===== config.mk =====
export PLATFORM = sky130hd
export DESIGN_NAME = m4mu_merge
export DESIGN_NICKNAME = d
export VERILOG_FILES = /design/src/rtl/m4mu_pkg.sv /design/src/rtl/m4mu_merge.sv
export SDC_FILE = /design/constraint.sdc
export NUM_CORES = 1
export LEC_CHECK = 0
export BUFFER_PORTS_ARGS = -buffer_cell sky130_fd_sc_hd__buf_4
export CORE_AREA = 2 2 106 108
export CTS_BUF_LIST = sky130_fd_sc_hd__clkbuf_8
export DETAILED_ROUTE_END_ITERATION = 10
export DIE_AREA = 0 0 108 110
export PLACE_DENSITY = 0.82
export SETUP_SLACK_MARGIN = 0.2
export SYNTH_ARGS = -nofsm -noshare
export SYNTH_HDL_FRONTEND = slang
export SYNTH_SLANG_ARGS = --single-unit

===== constraint.sdc =====
create_clock -name clk -period 7.4 [get_ports clk]
set_input_delay 0.74 -clock clk [delete_from_list [all_inputs] [get_ports clk]]
set_output_delay 0.74 -clock clk [all_outputs]
set_load 0.02 [all_outputs]

===== src/rtl/m4mu_pkg.sv =====
// Shared constants and types for the 4x4 fixed-point matrix multiply unit.
package m4mu_pkg;

	// Element format: signed Q16.16
	localparam int DATA_W    = 32;
	localparam int FRAC_BITS = 16;

	// Matrix size and derived index widths
	localparam int DIM     = 4;
	localparam int IDX_W   = $clog2(DIM);
	localparam int CNT_W   = 2 * IDX_W;

	// Full-width product and the accumulator that holds DIM of them
	localparam int PROD_W  = 2 * DATA_W;
	localparam int ACC_W   = PROD_W + IDX_W;

	// Stream payload widths
	localparam int IN_W    = 2 * DIM * DATA_W;
	localparam int OUT_W   = DIM * DATA_W;
	localparam int OUSER_W = IDX_W + 1;

	// One matrix row of elements
	typedef logic [DIM-1:0][DATA_W-1:0] row_t;

	// Per-step control that travels into each MAC lane
	typedef struct packed {
		logic valid;
		logic first;
	} lane_ctl_t;

	// Finished element from one lane
	typedef struct packed {
		logic [DATA_W-1:0] value;
		logic              sat;
	} lane_res_t;

	typedef lane_res_t [DIM-1:0] lane_res_vec_t;

endpackage


===== src/rtl/m4mu_merge.sv =====
// Output stage: gathers the lane elements into one product row transaction.
module m4mu_merge (
	input  logic                         clk,
	input  logic                         arst_n,
	input  logic                         in_valid,
	input  m4mu_pkg::lane_res_vec_t      lanes,
	output logic                         out_free,
	output logic                         m_tvalid,
	input  logic                         m_tready,
	output logic [m4mu_pkg::OUT_W-1:0]   m_tdata,   // c_col0, c_col1, c_col2, c_col3
	output logic [m4mu_pkg::OUSER_W-1:0] m_tuser,   // out_row[1:0], overflow
	output logic                         m_tlast
);
	import m4mu_pkg::*;

	logic                valid_q;
	logic [IDX_W-1:0]    row_q;
	logic [OUT_W-1:0]    data_q;
	logic                ovf_q;
	logic [OUT_W-1:0]    data_d;
	logic                ovf_d;

	assign out_free = !valid_q || m_tready;

	// Pack lane values and fold the saturation flags
	always_comb begin
		ovf_d = 1'b0;
		for (int j = 0; j < DIM; j++) begin
			data_d[j*DATA_W +: DATA_W] = lanes[j].value;
			ovf_d = ovf_d | lanes[j].sat;
		end
	end

	always_ff @(posedge clk) begin
		if (out_free && in_valid) begin
			data_q <= data_d;
			ovf_q  <= ovf_d;
		end
	end

	// Output valid and product row counter
	always_ff @(posedge clk or negedge arst_n) begin
		if (!arst_n) begin
			valid_q <= 1'b0;
			row_q   <= '0;
		end else begin
			if (valid_q && m_tready) begin
				row_q <= row_q + IDX_W'(1);
			end
			if (out_free) begin
				valid_q <= in_valid;
			end
		end
	end

	assign m_tvalid = valid_q;
	assign m_tdata  = data_q;
	assign m_tuser  = {ovf_q, row_q};
	assign m_tlast  = (row_q == IDX_W'(DIM - 1));

endmodule

### Word-level counts from Yosys, hierarchy flattened

Cells that the tools add are included.

| cells by class | value |
|---|---|
| add/subtract/negate cells | 1 |
| equal/unequal tests | 1 |
| reductions and logical operators | 4 |
| bitwise operators | 3 |

Operators with widths:

| operator | number |
|---|---|
| 1-bit OR | 3 |
| 2-bit by 1-bit adder with 2-bit output (second input constant) | 1 |
| 2-bit equality test (second input constant) | 1 |
| 1-bit logical AND | 2 |
| 1-bit zero test | 1 |
| 1-bit logical OR | 1 |

| storage, ports and cells | value |
|---|---|
| register bits after elaboration | 132 |
| output and inout bits | 134 |
| input port bits | 136 |
| word-level logic and storage cells | 13 |

### Logic depth before layout (Yosys ltp)

| depth | value |
|---|---|
| word-level depth | 3 |
| gate-level depth with buffers | 2 |

### Least setup slack after synthesis

OpenSTA, ideal clock, no wires.

| timing | value |
|---|---|
| path type | input to register |
| start point | input port m_tready |
| end point | register data_q[0] (netlist: m_tdata[0]), enable pin |
| setup time | 503 ps |
| stages on the path | 2 |
| data required time | 6,897 ps |
| buffers on the path | 0 |
| setup slack | 2,892 ps |
| arrival | 4,005 ps |
| cell sequence | nand2b_1 > and2_1 |

| between the ends | value |
|---|---|
| word-level cells in the longest chain between the ends | 2 |

RTL lines:

| what | RTL line | source |
|---|---|---|
| start, declared | m4mu_merge.sv:9 | `input logic m_tready,` |
| 1-bit logical OR | m4mu_merge.sv:23 | `assign out_free = !valid_q \|\| m_tready;` |
| 1-bit logical AND | m4mu_merge.sv:35 | `if (out_free && in_valid) begin` |
| end signal, assigned | m4mu_merge.sv:36 | `data_q <= data_d;` |
| end, declared | m4mu_merge.sv:18 | `logic [OUT_W-1:0] data_q;` |

No other way between the ends.
A chain may end at the register's enable or synchronous reset.

### Worst setup path in the final report

| timing | value |
|---|---|
| start point | input port m_tready |
| end point | register data_q[5] (netlist: m_tdata[5]), enable pin |

Same word-level chain as after synthesis.

==> qor.json <==
{
  "run_status": {"value": "finished, final reports clean"},
  "worst-r2r-setup-slack": {"value": 5.01, "unit": "ns"},
  "tns": {"value": 0, "unit": "ns"},
  "final_layout_size_suffix_gt1_share": {"value": 67.6, "unit": "%"},
  "cts_num_sinks": {"value": 132},
  "synth_area_leader_cell": {"value": "sky130_fd_sc_hd__edfxtp_1"},
  "fp.dieW": {"value": 108, "unit": "um"},
  "synth_top_cell_area_share": {"value": 96.4, "unit": "%"},
  "worst-endpoint-arrival": {"value": 2.44, "unit": "ns"},
  "clock_power_share": {"value": 34.7, "unit": "%"},
  "crit_path_top_delay_cell": {"value": "sky130_fd_sc_hd__buf_4"},
  "static-leakage-power": {"value": 0.00279, "unit": "uW"},
  "clock_tree_from_tritoncts": {"value": "built"},
  "worstSetupStartpointType": {"value": "input port"},
  "place_hpwl": {"value": 6.95, "unit": "mm"},
  "cts-resized-gates": {"value": 0},
  "synthMostInstantiatedCell": {"value": "sky130_fd_sc_hd__edfxtp_1"},
  "cts.repair_timing.setup_buffer_count": {"value": 0},
  "cp-end-kind": {"value": "flip-flop"},
  "synth_cell_types": {"value": 10},
  "cp_top_family": {"value": "buffers and inverters"},
  "crit_required": {"value": 7.43, "unit": "ns"},
  "grt_first_pass_wirelength": {"value": 12.6, "unit": "mm"},
  "clockRootBuffer": {"value": "sky130_fd_sc_hd__clkbuf_8"},
  "initialDrtViolationCount": {"value": 84},
  "post_synth_most_frequent_cells": {"value": "sky130_fd_sc_hd__edfxtp_1, sky130_fd_sc_hd__dfrtp_1, sky130_fd_sc_hd__nand2b_1"},
  "slew_viol_final": {"value": 0},
  "detailed_route_wire_length": {"value": 9.21, "unit": "mm"},
  "worst_max_slew_margin_expressed_relative_to_the_limit": {"value": 41.9, "unit": "%"},
  "holdCritPathClass": {"value": "in2async"},
  "synth_top_flop_cell": {"value": "sky130_fd_sc_hd__edfxtp_1"},
  "crit_buf_inv": {"value": 2},
  "finalWorstPathRequiredPeriod": {"value": 2.41, "unit": "ns"},
  "worst-setup-path-type": {"value": "in2reg"},
  "fin_util": {"value": 61.8, "unit": "%"},
  "final_clock_skew": {"value": 0.00813, "unit": "ns"},
  "rsz0062_at_grt": {"value": "no"},
  "vias": {"value": 2449},
  "setup-violations-final": {"value": 0},
  "async_reset_ff_share": {"value": 2.27, "unit": "%"},
  "global_route.overflow_total": {"value": 0},
  "crit_path_frequent_cell": {"value": "sky130_fd_sc_hd__buf_4"},
  "final_weighted_congestion_of_routability_driven_global_placement": {"value": 0.702},
  "slack_of_the_critical_path": {"value": 4.99, "unit": "ns"},
  "min_hold_slack": {"value": 0.104, "unit": "ns"},
  "grt_usage": {"value": 14.8, "unit": "%"},
  "hold_viol": {"value": 0},
  "synth.area.top_cells": {"value": "sky130_fd_sc_hd__edfxtp_1, sky130_fd_sc_hd__dfrtp_1, sky130_fd_sc_hd__ha_1, sky130_fd_sc_hd__nand2b_1, sky130_fd_sc_hd__mux2_1"},
  "p_per_area": {"value": 257, "unit": "nW/um^2"},
  "grt_antenna_before_repair": {"value": 0},
  "syn-instance-count": {"value": 141},
  "share_seq_of_total_power": {"value": 52.5, "unit": "%"},
  "worstPathMaxFanout": {"value": 74},
  "fmax": {"value": 415, "unit": "MHz"},
  "post-layout-total-power": {"value": 1700, "unit": "uW"},
  "ff2ff_path_depth": {"value": 3},
  "worstPathCellList": {"value": "buf_4 > nand2b_1 > and2_4 > buf_4"},
  "synth_area": {"value": 4020, "unit": "um^2"},
  "worstSkewPairLatency": {"value": 0.41, "unit": "ns"},
  "grt_max_degree": {"value": 75},
  "firstDrtPassIters": {"value": 4},
  "ys_seq_area_share": {"value": 98.3, "unit": "%"},
  "worst_pin_slew": {"value": 0.871, "unit": "ns"},
  "core_region_area": {"value": 10700, "unit": "um^2"},
  "ir_worst_vdd": {"value": 152, "unit": "uV"},
  "worstReg2RegEnd": {"value": "m_tdata[5]"},
  "post_drt_via_cell_ratio": {"value": 4.21},
  "antennaDiodeCount": {"value": 0},
  "syn-mean-instance-area": {"value": 28.5, "unit": "um^2"},
  "placementRows": {"value": 38},
  "synthesis.yosys.warnings": {"value": 0},
  "cts_hold_buffers": {"value": 0},
  "synth_edf_count": {"value": 129},
  "cell_internal_pwr": {"value": 1320, "unit": "uW"},
  "buffer_ports.inserted": {"value": 269},
  "crit-reg2reg-launch": {"value": "m_tvalid"},
  "net_count_after_synthesis": {"value": 278},
  "die-area": {"value": 11900, "unit": "um^2"},
  "boundaryPins": {"value": 270},
  "period_share": {"value": 32.5, "unit": "%"},
  "combinationalPowerShare": {"value": 12.8, "unit": "%"},
  "floorplan.initialDensity": {"value": 37.6, "unit": "%"},
  "cts_buffers": {"value": 17},
  "cpPeakStageDelay": {"value": 0.81, "unit": "ns"},
  "worst_setup_hold_path_clk_slew": {"value": 0.07, "unit": "ns"},
  "net-switching-power": {"value": 382, "unit": "uW"},
  "max-cap-violations": {"value": 0},
  "clockBufferDepth": {"value": 2},
  "first_global_vias": {"value": 2480},
  "fin_nets": {"value": 566},
  "dp_slack": {"value": 4.54, "unit": "ns"},
  "h_tree_level_count": {"value": 4},
  "synth_seq_cells": {"value": 132},
  "drt.antenna.violating_nets": {"value": 0},
  "power_switching_share": {"value": 22.5, "unit": "%"},
  "syn_to_final_growth": {"value": 64.5, "unit": "%"},
  "detail_route.wl_per_cell": {"value": 15.8, "unit": "um"},
  "die_height": {"value": 110, "unit": "um"},
  "drc": {"value": 0}
}
metrics by stage:
step	cell area, um^2	cells
6_report	6610	582
5_1_grt	6610	582
4_1_cts	6610	582
3_5_place_dp	6220	550
3_3_place_gp	6220	550
2_1_floorplan	4020	141
worst max-delay path by stage:
stage	from	end	slack (ns)	cells after the start
after global routing	m_tvalid	m_tdata[117]	4.83	3
after global placement	m_tready	m_tdata[101]	4.62	4
final	m_tready	m_tdata[5]	4.99	4
after CTS	m_tvalid	m_tdata[118]	4.98	3
after detailed placement	m_tready	m_tdata[65]	4.54	4
after floorplan	m_tready	m_tdata[0]	2.89	2
per-layer routing:
| metal | global-route usage [%] | up-vias | wire (um) |
|---|---|---|---|
| met2 | 25.0 | 175 | 4730 |
| met3 | 8.82 | 13 | 1250 |
| li1 | - | 1146 | - |
| met5 | 0 | - | 0 |
| met1 | 14.8 | 1115 | 3070 |
| met4 | 6.32 | 0 | 157 |
cells by family (layout without fill, tap and decap cells):
family                   count (synthesis)  count (layout)  share of synthesized area, %
flip-flops                             132             132                          98.3
buffers and inverters                    1             302                         0.187
multiplexers                             1               1                         0.280
AND/OR/NAND/NOR                          5               5                         0.747
adder cells (fa/ha/maj)                  1               1                         0.311
XOR/XNOR                                 1               1                         0.218
final cells by class:
type	count	area (um^2)
multi-input cells	8	65.1
clock inverters	14	148
repair buffers	270	2030
fillers	788	4090
well taps	140	175
flip-flops and latches	132	3950
clock buffers	18	248
placed cells by master (no fill, tap or decap), drive strengths merged:
| cell type | count |
|---|---|
| clkinv | 5 |
| and2 | 1 |
| bufinv | 3 |
| nand2 | 1 |
| ha | 1 |
| mux2 | 1 |
| edfxtp | 129 |
| clkbuf | 18 |
| or4 | 1 |
| nand2b | 2 |
| buf | 270 |
| clkinvlp | 3 |
| dfrtp | 3 |
| inv | 3 |
| xnor2 | 1 |
state kept, by name, indices dropped and copies added (netlist names):
name / flops
m_tdata: 128
m_tvalid: 1
ovf_q: 1
row_q: 2
power groups by stage:
stage | logic [uW] | clock network [uW] | registers (uW)
6_report | 217 | 590 | 892
3_5_place_dp | 221 | 0 | 909
5_1_grt | 231 | 639 | 896
3_3_place_gp | 216 | 0 | 906
2_1_floorplan | 27.5 | 0 | 969
4_1_cts | 221 | 613 | 893
(Power assumes the default switching activity.)
