File: src/rtl/m4mu_pkg.sv
// Shared constants and types for the 4x4 fixed-point matrix multiply unit.
package m4mu_pkg;

	// Element format: signed Q16.16
	localparam int DATA_W    = 32;
	localparam int FRAC_BITS = 16;

	// Matrix size and derived index widths
	localparam int DIM     = 4;
	localparam int IDX_W   = $clog2(DIM);
	localparam int CNT_W   = 2 * IDX_W;

	// Full-width product and the accumulator that holds DIM of them
	localparam int PROD_W  = 2 * DATA_W;
	localparam int ACC_W   = PROD_W + IDX_W;

	// Stream payload widths
	localparam int IN_W    = 2 * DIM * DATA_W;
	localparam int OUT_W   = DIM * DATA_W;
	localparam int OUSER_W = IDX_W + 1;

	// One matrix row of elements
	typedef logic [DIM-1:0][DATA_W-1:0] row_t;

	// Per-step control that travels into each MAC lane
	typedef struct packed {
		logic valid;
		logic first;
	} lane_ctl_t;

	// Finished element from one lane
	typedef struct packed {
		logic [DATA_W-1:0] value;
		logic              sat;
	} lane_res_t;

	typedef lane_res_t [DIM-1:0] lane_res_vec_t;

endpackage

File: src/rtl/m4mu_lane.sv
// One multiply-accumulate lane: computes a single product element over DIM steps.
module m4mu_lane (
	input  logic                         clk,
	input  logic                         arst_n,
	input  logic                         en,
	input  m4mu_pkg::lane_ctl_t          ctl,
	input  logic [m4mu_pkg::DATA_W-1:0]  a_elem,
	input  logic [m4mu_pkg::DATA_W-1:0]  b_elem,
	output m4mu_pkg::lane_res_t          res
);
	import m4mu_pkg::*;

	logic signed [PROD_W-1:0]  prod_s2;
	lane_ctl_t                 ctl_s2;
	logic signed [ACC_W-1:0]   acc_q;
	logic signed [ACC_W-1:0]   sh;
	logic [ACC_W-DATA_W:0]     upper;
	logic                      fits;
	lane_res_t                 res_s4;

	// Multiply stage
	always_ff @(posedge clk) begin
		if (en) begin
			prod_s2 <= PROD_W'(signed'(a_elem)) * PROD_W'(signed'(b_elem));
		end
	end

	always_ff @(posedge clk or negedge arst_n) begin
		if (!arst_n) begin
			ctl_s2 <= '0;
		end else if (en) begin
			ctl_s2 <= ctl;
		end
	end

	// Accumulate at full width; the first step restarts the sum
	always_ff @(posedge clk) begin
		if (en && ctl_s2.valid) begin
			if (ctl_s2.first) begin
				acc_q <= ACC_W'(prod_s2);
			end else begin
				acc_q <= acc_q + ACC_W'(prod_s2);
			end
		end
	end

	// Drop fraction bits and saturate to the element width
	always_comb begin
		sh    = acc_q >>> FRAC_BITS;
		upper = sh[ACC_W-1:DATA_W-1];
		fits  = (&upper) || !(|upper);
	end

	always_ff @(posedge clk) begin
		if (en) begin
			if (fits) begin
				res_s4.value <= sh[DATA_W-1:0];
			end else if (sh[ACC_W-1]) begin
				res_s4.value <= {1'b1, {(DATA_W-1){1'b0}}};
			end else begin
				res_s4.value <= {1'b0, {(DATA_W-1){1'b1}}};
			end
			res_s4.sat <= !fits;
		end
	end

	assign res = res_s4;

endmodule

File: config.mk
export PLATFORM = sky130hd
export DESIGN_NAME = m4mu_lane
export DESIGN_NICKNAME = d
export VERILOG_FILES = /design/src/rtl/m4mu_pkg.sv /design/src/rtl/m4mu_lane.sv
export SDC_FILE = /design/constraint.sdc
export NUM_CORES = 2
export LEC_CHECK = 0
export BUFFER_PORTS_ARGS = -buffer_cell sky130_fd_sc_hd__buf_2
export CAP_MARGIN = 20
export CORE_AREA = 5 5 325 247
export CTS_CLUSTER_DIAMETER = 100
export DETAILED_ROUTE_END_ITERATION = 10
export DIE_AREA = 0 0 330 252
export PLACE_DENSITY = 0.83
export SLEW_MARGIN = 15
export SYNTH_ARGS = -nofsm -noshare
export SYNTH_HDL_FRONTEND = slang
export SYNTH_SLANG_ARGS = --single-unit
File: constraint.sdc
create_clock -name clk -period 3.1 [get_ports clk]
set_clock_uncertainty 0.1 [all_clocks]
set_input_delay 0.62 -clock clk [delete_from_list [all_inputs] [get_ports clk]]
set_output_delay 0.62 -clock clk [all_outputs]
set_load 0.05 [all_outputs]
# Yosys cells after proc, flatten, opt, wreduce, memory -nomap -nowiden
# Index checks and enable logic that the tools add are counted.
# Widths: inputs -> output; s select.
dict set report classes {
  addsub 1
  n_mul 1
  muxes 3
  reduce_logical 6
}
# op n
set ops {}
lappend ops {{$add 66x64->66} 1}
lappend ops {{$mux 66} 1}
lappend ops {{$mul 32x32->64} 1}
lappend ops {{$mux 32} 2}
lappend ops {{$reduce_and 19->1} 1}
lappend ops {{$reduce_or 19->1} 1}
lappend ops {{$logic_not 1->1} 2}
lappend ops {{$logic_and 1x1->1} 1}
lappend ops {{$logic_or 1x1->1} 1}
dict set report word_totals {
  reg_bits 165
  input_bits 69
  output_inout_bits 33
}

# Depth between registers and ports, before layout
dict set report depth {
  word_depth 4
  mapped_depth 31
  mapped_depth_nobuf 29
}

# Worst setup path after synthesis
# Ideal clock, no wire load.
dict set report synth_timing {
  path_kind {input to register}
  start {input port a_elem[31] (netlist name)}
  end {register prod_s2[61] (data pin)}
  arrival_time_ps 7953
  slack_ps -5212
  cell_stages 30
  path_cell_list {clkbuf_1 nand2_1 inv_1 fa_1 fa_1 inv_1 fa_1 inv_1 fa_1 inv_1 fa_1 inv_1 fa_1 inv_1 fa_1 fa_1 inv_1 ha_1 clkbuf_1 a21o_1 a21o_1 a21oi_1 nor2b_1 o21ai_0 nand2b_1 a221oi_1 inv_1 a31o_1 a21oi_1 xnor2_1}
}
dict set report synth_between {
  elab_chain_cells 1
}
# element line_no
set synth_lines {}
lappend synth_lines {{from (decl)} m4mu_lane.sv:7} ;# input logic [m4mu_pkg::DATA_W-1:0] a_elem,
lappend synth_lines {{$mul 32x32->64} m4mu_lane.sv:24} ;# prod_s2 <= PROD_W'(signed'(a_elem)) * PROD_W'(signed'(b_elem));
lappend synth_lines {{to (signal assigned)} m4mu_lane.sv:24}
lappend synth_lines {{to (decl)} m4mu_lane.sv:13} ;# logic signed [PROD_W-1:0] prod_s2;
# No other way between the ends.
# A chain may end at the register's enable or synchronous reset.

# Worst setup path in the final report
dict set report layout_timing {
  start {input port b_elem[2] (netlist name)}
  end {register prod_s2[57] (data pin)}
}
dict set report layout_between {
  elab_chain_cells 1
}
# element line_no
set layout_lines {}
lappend layout_lines {{from (decl)} m4mu_lane.sv:8} ;# input logic [m4mu_pkg::DATA_W-1:0] b_elem,
lappend layout_lines {{$mul 32x32->64} m4mu_lane.sv:24}
# No other way between the ends.

==> summary.md <==
| Metric | Value |
|---|---|
| Arr. time, crit path | 8.05 ns |
| Nets | between 6000 and 7000 |
| Slew HR | 53.4% |
| Initial antenna violation count | 7 |
| Max-Cap Viols | 0 |
| Clock-pin slew on the worst setup and hold paths | roughly 0.07 ns |
| Post-Synth XOR/XNOR Area | under 10% |
| Root Driver | clkbuf_16 |
| CTS tree | done |
| CTS H-tree lvls | 4 |
| # rows | slightly below 90 |
| Initial Util | between 50% and 60% |
| Via density | a little under 6 |
| Vias in the first global route | slightly above 40000 |
| DR vias | roughly 37000 |
| Slew @ Worst Pin | 0.697 ns |
| Detail-routed net length per standard cell | 22.0 µm |
| Slew Viols, Final | 0 |
| Die width | between 300 and 400 µm |
| Mux cell area share after synthesis | 0.145% |
| GRT Max-Usage Layer | met2 |
| Sequential share of the synthesized area | around 11% |
| CP endpoint kind | flop |
| Area contributors post-synth | fa_1 (47%), edfxtp_1 (11%), inv_1 (8.6%), and2_1 (7.2%), ha_1 (6.8%) |
| Syn Area/Cell | 9.61 µm² |
| Adder-cell share of the synthesized area | between 50% and 60% |
| Total gr overflow | 0 |
| Synth Area in Compound Gates | 6.97% |
| # fillers | between 4000 and 5000 |
| Placed cell count | 6233 |
| Worst Path Required | 3.21 ns |
| Flops & latches, synth | roughly 170 |
| Routed Wire Length | around 140000 µm |
| Met2 Usage GRT | a little under three fifths |
| Setup-failing EPs final | 96 |
| Area leader, netlist | fa_1 |
| Critical path class | in2reg |
| Crit Path Max Fanout | 10 |
| # DRC | 0 |
| Gpl congestion | between 0.9 and 1 |
| First-pass GRT wire length | approximately 210000 µm |
| Post-DP HPWL | roughly 100000 µm |
| RSZ-0062 raised after global routing | true |
| Synth Flop Type | edfxtp_1 |
| Post-synthesis simple-gate area fraction | approximately 15% |
| Mapped Area | 45600 µm² |
| Netlist cell types | between 70 and 80 |
| Grt met1 use | 39.0% |
| Iter 0 DRT Violations | 3317 |
| Setup slack after layout | -4.84 ns |
| Max Clock Freq | ~130 MHz |
| Async SR Flop Fraction | approximately 1.2% |
| CTS Buffer Depth | 2 |
| Post-Syn Nets | 6153 |
| Largest net degree at the start of global routing | 69 |
| Status | finished, violations left |
| Non-filler cells, final | roughly 6400 |
| Critical Path Start Type | input port |
| Router iterations before antenna repair | 6 |
| Met3 Use GR | between 5 and 6% |
| Synth top area share | between 40% and 50% |
| Min Tclk post-route | roughly 7.9 ns |
| Failing checks | negative setup slack |
| Gr usage total | between 30% and 40% |
| Final hold violation count | 0 |
| Port buffer count | 101 |
| Die Ht | 252 µm |
| EDFF count, synth | around 160 |
| I/O pin total | between 100 and 150 |
| Gate Count Post-Synth | 4752 |
| Synth warn | 0 |
| Worst-Skew Late Latency | between 0.4 and 0.5 ns |
| CTS Buf Count | 17 |
| Largest family of logic cells by synthesized area | adder cells |
| Hold Crit Class | in2reg |
| DRT antenna net count | 0 |
| Die ar. | 83200 µm² |
| Share of cells above drive strength 1 | 25.3% |
| Post-layout util | 74.4% |
| Area delta synth->final | 24.7% |
| Core area | 76500 µm² |
| Clk sink count | between 150 and 200 |
| Period utilisation layout | 256% |
==> worst max-delay path, stage by stage <==
cell     delay (ns)
buf_16         0.11
buf_4          0.20
nand2_1        0.12
fa_1           0.52
fa_1           0.58
fa_1           0.47
fa_1           0.57
inv_1          0.05
fa_1           0.46
fa_1           0.54
fa_1           0.54
inv_2          0.05
fa_1           0.52
inv_2          0.05
ha_4           0.24
nand2_4        0.08
o21ai_4        0.08
o41ai_4        0.44
buf_4          0.21
o32ai_2        0.10
or3_4          0.38
o21a_1         0.21
o21ai_2        0.20
o21a_1         0.18
o21ai_2        0.08
a21oi_2        0.18
o21ai_1        0.09
xor2_1         0.14
==> layer usage <==
layer | up-vias | share of wire [%]
met4 | 6 | 6.8
met3 | 823 | 9.1
met1 | 18900 | 34
met2 | 2184 | 50
met5 | - | 0.031
li1 | 15400 | -
==> synth_stat cells (13+ instances only) <==
master,instances
fa_1,1083
inv_1,1040
nand2_1,608
and2_1,526
ha_1,249
clkbuf_1,235
edfxtp_1,163
a21o_1,117
a21oi_1,116
o21ai_0,85
xnor2_1,78
nor2_1,73
xor2_1,50
o21ai_1,36
nand3_1,29
nand2b_1,26
nand4_1,19
nor2b_1,19
o21bai_1,18
a31oi_1,17
and3_1,15
o21a_1,15
nor3_1,13
==> registers in the layout, summed over array words and instances, names as in the netlist <==
name	cells
ctl_s2	2
res	33
prod_s2	64
acc_q	66
==> cell type report <==
cell class	instances	area (µm²)	share of cell area (%)
sequential	165	4950	8.69
tap	1035	1290	2.27
multi-input combinational	3307	38700	67.9
timing repair buffer	825	7480	13.1
antenna	3	7.51	0.0132
clock buffer	21	440	0.774
inverter	1040	3920	6.88
clock inverter	11	176	0.310
==> worst paths after layout <==
| kind | cells after the start | slack [ns] | endpoint | start |
|---|---|---|---|---|
| setup / recovery | 28 | -4.84 | prod_s2[57] | b_elem[2] |
| hold / removal | 2 | 0.29 | ctl_s2[0] | ctl[0] |
| setup reg to reg | 17 | -0.66 | acc_q[64] | prod_s2[0] |
| hold reg to reg | 1 | 0.40 | ctl_s2[1] | ctl_s2[1] |
| max in group asynchronous | 2 | 2.41 | ctl_s2[0] | arst_n |
| min in group asynchronous | 2 | 0.39 | ctl_s2[0] | arst_n |
==> layout by cell type, fill, tap and decap left out, drive strengths merged, types with 4 or more instances in the layout <==
| master | count |
|---|---|
| fa | 1083 |
| inv | 1040 |
| buf | 816 |
| nand2 | 609 |
| and2 | 526 |
| ha | 249 |
| edfxtp | 163 |
| o21ai | 123 |
| a21o | 117 |
| a21oi | 117 |
| xnor2 | 78 |
| nor2 | 74 |
| xor2 | 50 |
| nand3 | 29 |
| nand2b | 26 |
| clkbuf | 26 |
| nand4 | 19 |
| nor2b | 19 |
| o21bai | 18 |
| a31oi | 18 |
| o21a | 15 |
| and3 | 15 |
| nor3 | 13 |
| a211oi | 10 |
| o31ai | 8 |
| o211ai | 7 |
| nor4 | 7 |
| a41oi | 6 |
| clkinvlp | 5 |
| mux2 | 5 |
| a221oi | 5 |
| a211o | 4 |
| a221o | 4 |
| bufinv | 4 |
| a2111oi | 4 |
| a21boi | 4 |
| or3 | 4 |
==> through the flow <==
| stage | setup WS (ns) | area (µm²) | setup TNS (ns) | hold WS, ns |
|---|---|---|---|---|
| floorplan | -4.79 | 47400 | -208.34 | 0.224 |
| global placement | -5.27 | 52300 | -262.37 | 0.306 |
| detailed placement | -5.39 | 52300 | -270.82 | 0.305 |
| CTS | -4.58 | 55300 | -227.54 | 0.287 |
| global route | -5.06 | 56900 | -253.46 | 0.304 |
| finish | -4.84 | 56900 | -244.73 | 0.294 |
==> cell families (layout without fill, tap and decap cells) <==
group,after synthesis,count (layout)
compound gates,488,488
flops,165,165
xor+xnor,128,128
buf+inv,1280,1897
simple gates,1353,1353
other cells,0,3
mux,6,6
fa+ha+maj,1332,1332
==> what timing repair did <==
action | 4_1_cts | 5_1_grt
gates resized for setup | 400 | 287
gates cloned | 5 | 4
hold endpoints to repair | 2 | 0
setup endpoints to repair | 91 | 102
setup buffers | 95 | 84
hold buffers | 1 | 0
pin swaps | 233 | 257
Power is not shown: default switching activity piles up to over one toggle a cycle in this logic, so the estimate is an artifact.
