### config.mk
export PLATFORM = sky130hd
export DESIGN_NAME = m4mu_store
export DESIGN_NICKNAME = d
export VERILOG_FILES = /design/src/rtl/m4mu_pkg.sv /design/src/rtl/m4mu_store.sv
export SDC_FILE = /design/constraint.sdc
export NUM_CORES = 1
export LEC_CHECK = 0
export ABC_AREA = 0
export BUFFER_PORTS_ARGS = -buffer_cell sky130_fd_sc_hd__buf_2
export CAP_MARGIN = 15
export CORE_MARGIN = 4
export CORE_UTILIZATION = 38
export CTS_BUF_LIST = sky130_fd_sc_hd__clkbuf_4 sky130_fd_sc_hd__clkbuf_8
export CTS_CLUSTER_SIZE = 24
export DETAILED_ROUTE_END_ITERATION = 12
export SETUP_SLACK_MARGIN = 0.4
export SLEW_MARGIN = 25
export SYNTH_ARGS = -nofsm -noshare
export SYNTH_HDL_FRONTEND = slang
export SYNTH_SLANG_ARGS = --single-unit
### constraint.sdc
create_clock -name clk -period 29.7 [get_ports clk]
set_input_delay 2.97 -clock clk [delete_from_list [all_inputs] [get_ports clk]]
set_output_delay 2.97 -clock clk [all_outputs]
set_load 0.05 [all_outputs]
### src/rtl/m4mu_pkg.sv
// Shared constants and types for the 4x4 fixed-point matrix multiply unit.
package m4mu_pkg;

	// Element format: signed Q16.16
	localparam int DATA_W    = 32;
	localparam int FRAC_BITS = 16;

	// Matrix size and derived index widths
	localparam int DIM     = 4;
	localparam int IDX_W   = $clog2(DIM);
	localparam int CNT_W   = 2 * IDX_W;

	// Full-width product and the accumulator that holds DIM of them
	localparam int PROD_W  = 2 * DATA_W;
	localparam int ACC_W   = PROD_W + IDX_W;

	// Stream payload widths
	localparam int IN_W    = 2 * DIM * DATA_W;
	localparam int OUT_W   = DIM * DATA_W;
	localparam int OUSER_W = IDX_W + 1;

	// One matrix row of elements
	typedef logic [DIM-1:0][DATA_W-1:0] row_t;

	// Per-step control that travels into each MAC lane
	typedef struct packed {
		logic valid;
		logic first;
	} lane_ctl_t;

	// Finished element from one lane
	typedef struct packed {
		logic [DATA_W-1:0] value;
		logic              sat;
	} lane_res_t;

	typedef lane_res_t [DIM-1:0] lane_res_vec_t;

endpackage

### src/rtl/m4mu_store.sv
// Row-wide storage for the left and right matrices, one row per word.
module m4mu_store (
	input  logic                        clk,
	input  logic                        wr_en,
	input  logic [m4mu_pkg::IDX_W-1:0]  wr_row,
	input  m4mu_pkg::row_t              wr_a,
	input  m4mu_pkg::row_t              wr_b,
	input  logic                        rd_en,
	input  logic [m4mu_pkg::IDX_W-1:0]  rd_a_addr,
	input  logic [m4mu_pkg::IDX_W-1:0]  rd_b_addr,
	output m4mu_pkg::row_t              rd_a,
	output m4mu_pkg::row_t              rd_b
);
	import m4mu_pkg::*;

	row_t a_mem [DIM];
	row_t b_mem [DIM];

	// Write one row of each matrix per transaction
	always_ff @(posedge clk) begin
		if (wr_en) begin
			a_mem[wr_row] <= wr_a;
			b_mem[wr_row] <= wr_b;
		end
	end

	// Registered read: A row r and B row k for the current step
	always_ff @(posedge clk) begin
		if (rd_en) begin
			rd_a <= a_mem[rd_a_addr];
			rd_b <= b_mem[rd_b_addr];
		end
	end

endmodule

# [After elaboration in Yosys (flattened, before gate mapping)]
# Memory sizes are Yosys's and may differ from the RTL's. A register that Yosys moved wholly into a read port is not among the register bits.
# Cells that the tools add are included.
[classes] n_mux=2
[ops] op="1-bit 2-to-1 mux" n=2
[word_totals] out_inout_bits=256 ram_bits=1024 mem_count=2 input_bits=265 wordCells=4 regBits=0
[memory_table] memory="a_mem" depth=4 width=128 rd=1 rd_ports_with_merged_regs=1 write_ports=1 line_no="m4mu_store.sv:16" source="row_t a_mem [DIM];"
[memory_table] memory="b_mem" depth=4 width=128 rd=1 rd_ports_with_merged_regs=1 write_ports=1 line_no="m4mu_store.sv:17" source="row_t b_mem [DIM];"

# [Logic depth before layout (Yosys ltp)]
# Gate-level depths: netlist of the first run.
[depth] ltp_word=2 depth_mapped=3 mapped_depth_nobuf=1

# [Worst setup path after synthesis of the first run]
# OpenSTA, ideal clock, no wires.
[synth_timing] path_kind="input port to flip-flop" from="in wr_row[1] in the netlist's numbering" to="mem a_mem[0][0] in the netlist's numbering, enable pin" setup_ns=1.244 path_buffers=0 required_time_ns=28.456 t_arrival_ns=21.467 path_stages=1 path_slack_ns=6.988 cell_sequence="nor3b_1"
[synth_lines] item="start, declared" line_no="m4mu_store.sv:5" source="input logic [m4mu_pkg::IDX_W-1:0] wr_row,"
[synth_lines] item="end, declared" line_no="m4mu_store.sv:16"
# No word-level cell before the write port.

# [Final worst setup path of the first run]
[layout_timing] from="in wr_row[0] in the netlist's numbering" to="mem b_mem[3][21] in the netlist's numbering, enable pin"
[layout_lines] item="end, declared" line_no="m4mu_store.sv:17"
# No word-level cell before the write port.

==> results_dict.tcl, run 1 <==
set metrics [dict create \
    ir_drop_v 0.0000457 \
    start_util 0.385 \
    syn_inst 1596 \
    p_per_area_mw_per_mm2 72.2 \
    slew_headroom 0.278 \
    fmax_mhz 169 \
    clk_latency_ns 0.92 \
    grt_pass1_vias 21000 \
    ctsHoldBuffers 0 \
    critical_path_class "primary input to register" \
    setup.worst_path.start "wr_row[0]" \
    num_vias 19300 \
    drc 0 \
    worstPathRequired_ns 30.19 \
    max_cap_violations 0 \
    fin_area_mm2 0.0530 \
    synth_common_cells "edfxtp_1, mux4_2, buf_2, buf_12, buf_6" \
    wl_um 92200 \
    cts_root_buffer "clkbuf_8" \
    drtAntennaViolNets 0 \
    grt.met2_usage 0.255 \
    drtPass1Iterations 4 \
    tightest_slew_ns 1.08 \
    yosys_warnings 0 \
    r2r_cells 1 \
    hold_path.class "register to register" \
    initialDrtViolationCount 1330 \
    nFillCells 9725 \
    min_path_cells 1 \
    synth.most_common_cell "edfxtp_1" \
    cts_buffers 198 \
    final_cells 4001 \
    use_met3 0.0498 \
    cts_max_path_buffers 3 \
    grt_most_used_layer "met2" \
    wl_per_cell_um 23.1 \
    synth_area_mm2 0.0449 \
    synth_top_cells_by_area "edfxtp_1, mux4_2, buf_12" \
    cp_slowest_stage_delay_ns 0.82 \
    area_delta_synth_final_pct 18.3 \
    synth.yosys.seq_area_share 0.857 \
    rsz0062_at_grt "no" \
    yosysTopAreaCellShare 0.857 \
    hold_viol_final 0 \
    fp.dieH_um 352 \
    dp_cells 3607 \
    crit_fanout 58 \
    place_area_mm2 0.0490 \
    path_clk_slew_ns 0.06 \
    cts.sinks 1280 \
    synth_edf_count 1280 \
    avgSynthCellArea_um2 28.1 \
    cts_resized 0 \
    fin_tns_setup_ns 0 \
    total_leakage_power_nw 17.8 \
    synth_cell_types 9 \
    synth-seq-cells 1280 \
    grt-ovfl-total 0 \
    outcome "completed" \
    gp_congestion 0.736 \
    vias_per_cell 4.82 \
    dp_hpwl_um 55200 \
    period_minus_slack_ns 5.92 \
    htreeDepth 4 \
    final_layout_size_suffix_gt1_frac 0.451 \
    io_pins 521 \
    met1_usage 0.172 \
    numPortBuffers 520 \
    slowest_stage "buf_4" \
    reg2reg_from "b_mem[3][68]$_DFFE_PP_" \
    grt_max_degree 126 \
    cts_setup_buffers 0 \
    die_area_mm2 0.124 \
    yosysTopAreaCell "edfxtp_1" \
    crit_chain "buf_2, and3_4, buf_4, buf_4, buf_4" \
    core_mm2 0.117 \
    rows 125 \
    crit_path_end_kind "register" \
    synthArstFlopShare 0 \
    die_x_um 352 \
    cts_tree "built" \
    min_period_over_period 0.199 \
    setup_viol 0 \
    synthFlopType "edfxtp_1" \
    fin_util 0.455 \
    report.final.slew_viol_count 0 \
    track_usage 0.149 \
    grt_pass1_wl_um 135000 \
    syn-num-nets 1861 \
    fin_nets 2550 \
    crit_top_cell "buf_4" \
    min_from "b_mem[2][125]$_DFFE_PP_" \
    fin_skew_ns 0.0632 \
    antenna_found_initial 33 \
    setup.worst_path.start_class "primary input" \
    arrival_ns 6.40 \
]
## placed cells by master (no fill, tap or decap)
cell type and n:
buf_16 1, clkbuf_4 57, edfxtp_1 1280, buf_6 4
buf_8 1, clkinv_8 1, buf_12 5, clkinv_4 1
nor3b_4 1, and3b_4 2, clkinv_1 67, mux4_2 256
and3_4 1, buf_2 515, bufinv_16 5, diode_2 24
inv_12 10, clkbuf_8 201, clkinv_2 25, buf_4 17
inv_6 1, clkinvlp_4 2
## sequential cells by signal, summed over array words and instances (netlist names)
register  flops
a_mem       512
rd_b        128
b_mem       512
rd_a        128
## stage by stage
| stage | worst slack (ns) | total power [mW] | hold slack [ns] |
|---|---|---|---|
| after floorplan | 6.99 | 2.36 | 0.609 |
| after global placement | 22.87 | 2.44 | 0.610 |
| after detailed placement | 22.83 | 2.45 | 0.617 |
| after CTS | 23.89 | 3.89 | 0.573 |
| after global routing | 23.69 | 3.99 | 0.592 |
| final | 23.78 | 3.83 | 0.574 |
## critical path, delay by kind of cell
family / cells / cell delay, ns
buffers and inverters: 4 / 2.57
and+or+nand+nor: 1 / 0.61
## report_power, final
part | total (mW) | internal (mW) | switching, mW
combinational | 0.276 | 0.0846 | 0.191
sequential | 2.13 | 2.10 | 0.0256
clock | 1.43 | 0.751 | 0.676
## cell families after synthesis
| logic type | share of synthesized area |
|---|---|
| and+or+nand+nor | 0.000697 |
| buffers and inverters | 0.0140 |
| muxes | 0.129 |
| DFF | 0.857 |
## final timing paths
kind	endpoint	slack [ns]
min reg2reg	rd_b[125]$_DFFE_PP_	0.57
min	rd_b[125]$_DFFE_PP_	0.57
max reg2reg	rd_b[68]$_DFFE_PP_	28.49
max	b_mem[3][21]$_DFFE_PP_	23.78
## layout make-up
cell class	instances	area, um2	share of cell area
well taps	1524	1910	0.0359
diodes	24	60.1	0.00113
multi-input cells	260	5820	0.110
clock inverters	112	738	0.0139
repair buffers	545	2920	0.0550
clock buffers	256	3170	0.0597
flip-flops and latches	1280	38400	0.725
## per-layer routing
metal | wire (um) | up-vias | part of all wire
met3 | 6850 | 161 | 0.074
met4 | 1910 | 18 | 0.021
met5 | 133 | - | 0.0014
met2 | 49000 | 534 | 0.53
met1 | 34400 | 10200 | 0.37
li1 | - | 8408 | -
Power figures use the tool's default switching activity.
==> run 2: changes to the inputs <==
ABC_AREA = 1   (was 0)
clock period = 5.1 ns   (was 29.7 ns; I/O delays follow)
==> results_dict.tcl, run 2 <==
set metrics [dict create \
    outcome "completed" \
    setup_viol 0 \
    nFillCells 11800 \
    cts.sinks 1280 \
    total_leakage_power_nw 27.5 \
    antenna_found_initial 13 \
    multi_input_area_mm2 0.00743 \
    syn-num-nets 4542 \
    cts_root_buffer "clkbuf_8" \
    grt_pass1_vias 31600 \
    r2r_setup_slack_ns 4.15 \
    cts_buffers 206 \
    die_x_um 374 \
    vias_per_cell 4.45 \
    p_per_area_mw_per_mm2 373 \
    setup.worst_path.start_class "register" \
    period_minus_slack_ns 2.34 \
    pwr-share-seq 0.536 \
    grt_pass1_wl_um 184000 \
    clk_latency_ns 0.92 \
    syn_inst 4277 \
    synth_edf_count 1280 \
    hold_path.class "primary input to register" \
    crit_path_end_kind "output port" \
    slew_headroom 0.330 \
    yosys_warnings 0 \
    num_vias 31600 \
    die_area_mm2 0.140 \
    clkPwrFrac 0.373 \
    r2r_end "rd_b[51]$_DFFE_PP_" \
    wl_um 121000 \
    min_path_cells 1 \
    path_clk_slew_ns 0.06 \
    ir_drop_v 0.000240 \
    initialDrtViolationCount 1845 \
    io_pins 521 \
    max_cap_violations 0 \
    synth-seq-cells 1280 \
    area_delta_synth_final_pct 21.9 \
    intPower_mw 17.4 \
    avgSynthCellArea_um2 11.9 \
    cp_slowest_stage_delay_ns 0.59 \
    grt_max_degree 133 \
    worstPathRequired_ns 4.59 \
    final-seq-area_mm2 0.0384 \
    crit_fanout 1 \
    drc 0 \
    rsz0062_at_grt "no" \
    synthArstFlopShare 0 \
    p_sw_frac 0.248 \
    total_power_mw 23.2 \
    fmax_mhz 428 \
    place_ws_ns 2.41 \
    r2r_cells 4 \
    cts_tree "built" \
    final_layout_size_suffix_gt1_frac 0.171 \
    fin_nets 5426 \
    p_comb_frac 0.092 \
    numPortBuffers 520 \
    wl_per_cell_um 17.0 \
    synth_top_cells_by_area "edfxtp_1, nand2_1, inv_1" \
    start_util 0.385 \
    arrival_ns 1.83 \
    yosysTopAreaCellShare 0.756 \
    crit_chain "buf_2" \
    hold_viol_final 0 \
    min_from "rd_en" \
    drtAntennaViolNets 0 \
    reg_top3 "a_mem x512, b_mem x512" \
    core_mm2 0.132 \
    fin_util 0.469 \
    cts_max_path_buffers 3 \
    drtPass1Iterations 5 \
    synthFlopType "edfxtp_1" \
    fin_skew_ns 0.0382 \
    min_period_over_period 0.458 \
    synth.yosys.seq_area_share 0.756 \
    yosysTopAreaCell "edfxtp_1" \
    fp.dieH_um 374 \
    track_usage 0.171 \
    holdPathEnd "rd_a[115]$_DFFE_PP_" \
    dp_hpwl_um 70600 \
    gp_congestion 0.751 \
    cp_top_family "flip-flops" \
    slowest_stage "edfxtp_1" \
    grt-ovfl-total 0 \
    synth_area_mm2 0.0508 \
    p_switching_mw 5.74 \
    reg2reg_from "b_mem[1][51]$_DFFE_PP_" \
    crit_buf_inv 1 \
    tightest_slew_ns 1.01 \
    synth_cell_types 9 \
    synth_common_cells "edfxtp_1, nand2_1, inv_1, nand3_1, buf_2" \
    htreeDepth 4 \
    final_cell_mix "nand2_1, edfxtp_1, inv_1, buf_2, nand3_1" \
    rows 133 \
    setup_ws_ns 2.76 \
    report.final.slew_viol_count 0 \
    critical_path_class "register to output port" \
]
## run 2: changes by cell type in the layout (fill, tap and decap cells not counted), sizes merged, moves of 12 or more
cell / change
mux4: -256
buf: +42
diode: -12
clkbuf: +14
nand3: +512
nand2: +1280
dlygate4sd3: +259
inv: +1026
## run 2: cells by family after synthesis
logic type,synth area share
buf+inv,0.0988
simple gates,0.145
flops,0.756
## run 2: how the worst max path moves through the flow
stage | startpoint | end | slack (ns) | depth (start not counted)
2_1_floorplan | wr_en | a_mem[0][0]$_DFFE_PP_ | -2.08 | 2
5_1_grt | rd_a[8]$_DFFE_PP_ | rd_a[8] | 2.63 | 1
3_3_place_gp | rd_a_addr[1] | rd_a[121]$_DFFE_PP_ | 2.42 | 5
4_1_cts | rd_a[8]$_DFFE_PP_ | rd_a[8] | 2.60 | 1
6_report | rd_b[80]$_DFFE_PP_ | rd_b[80] | 2.76 | 1
3_5_place_dp | rd_a_addr[1] | rd_a[115]$_DFFE_PP_ | 2.41 | 5
## run 2: routing by layer
metal	vias up	share of wire	GRT usage	wire length, um
met3	230	0.051	0.0375	6150
met2	744	0.51	0.299	61500
met4	2	0.033	0.0674	4010
met1	15200	0.41	0.206	49000
met5	-	0.00011	0	13
li1	15400	-	-	-
## run 2: metrics by stage
step | hold WS [ns] | TNS [ns] | instances | cell area [um2]
after floorplan | 0.574 | -2125.03 | 4277 | 50900
after global placement | 0.588 | 0 | 6449 | 55300
after detailed placement | 0.597 | 0 | 6449 | 55300
after CTS | 0.0225 | 0 | 7089 | 62000
after global routing | 0.0673 | 0 | 7098 | 62000
final | 0.155 | 0 | 7101 | 62000
## run 2: repair_timing
item / 4_1_cts / 5_1_grt
resized for setup: 0 / 0
hold buffers: 259 / 0
hold endpoints to repair: 1028 / 0
setup buffers: 0 / 0
## run 2: power groups by stage
stage | clock [mW] | combinational (mW) | sequential, mW
2_1_floorplan | 0 | 0.751 | 13.2
3_3_place_gp | 0 | 1.94 | 12.6
3_5_place_dp | 0 | 1.97 | 12.6
4_1_cts | 8.92 | 2.16 | 12.4
5_1_grt | 9.43 | 2.32 | 12.4
6_report | 8.63 | 2.12 | 12.4
## run 2: area by class of cell
type | count | area share
clock buffers | 270 | 0.0537
clock inverters | 111 | 0.0116
inverters | 1031 | 0.0628
flip-flops and latches | 1280 | 0.620
well taps | 1755 | 0.0354
repair buffers | 846 | 0.0961
diodes | 12 | 0.000484
multi-input cells | 1796 | 0.120
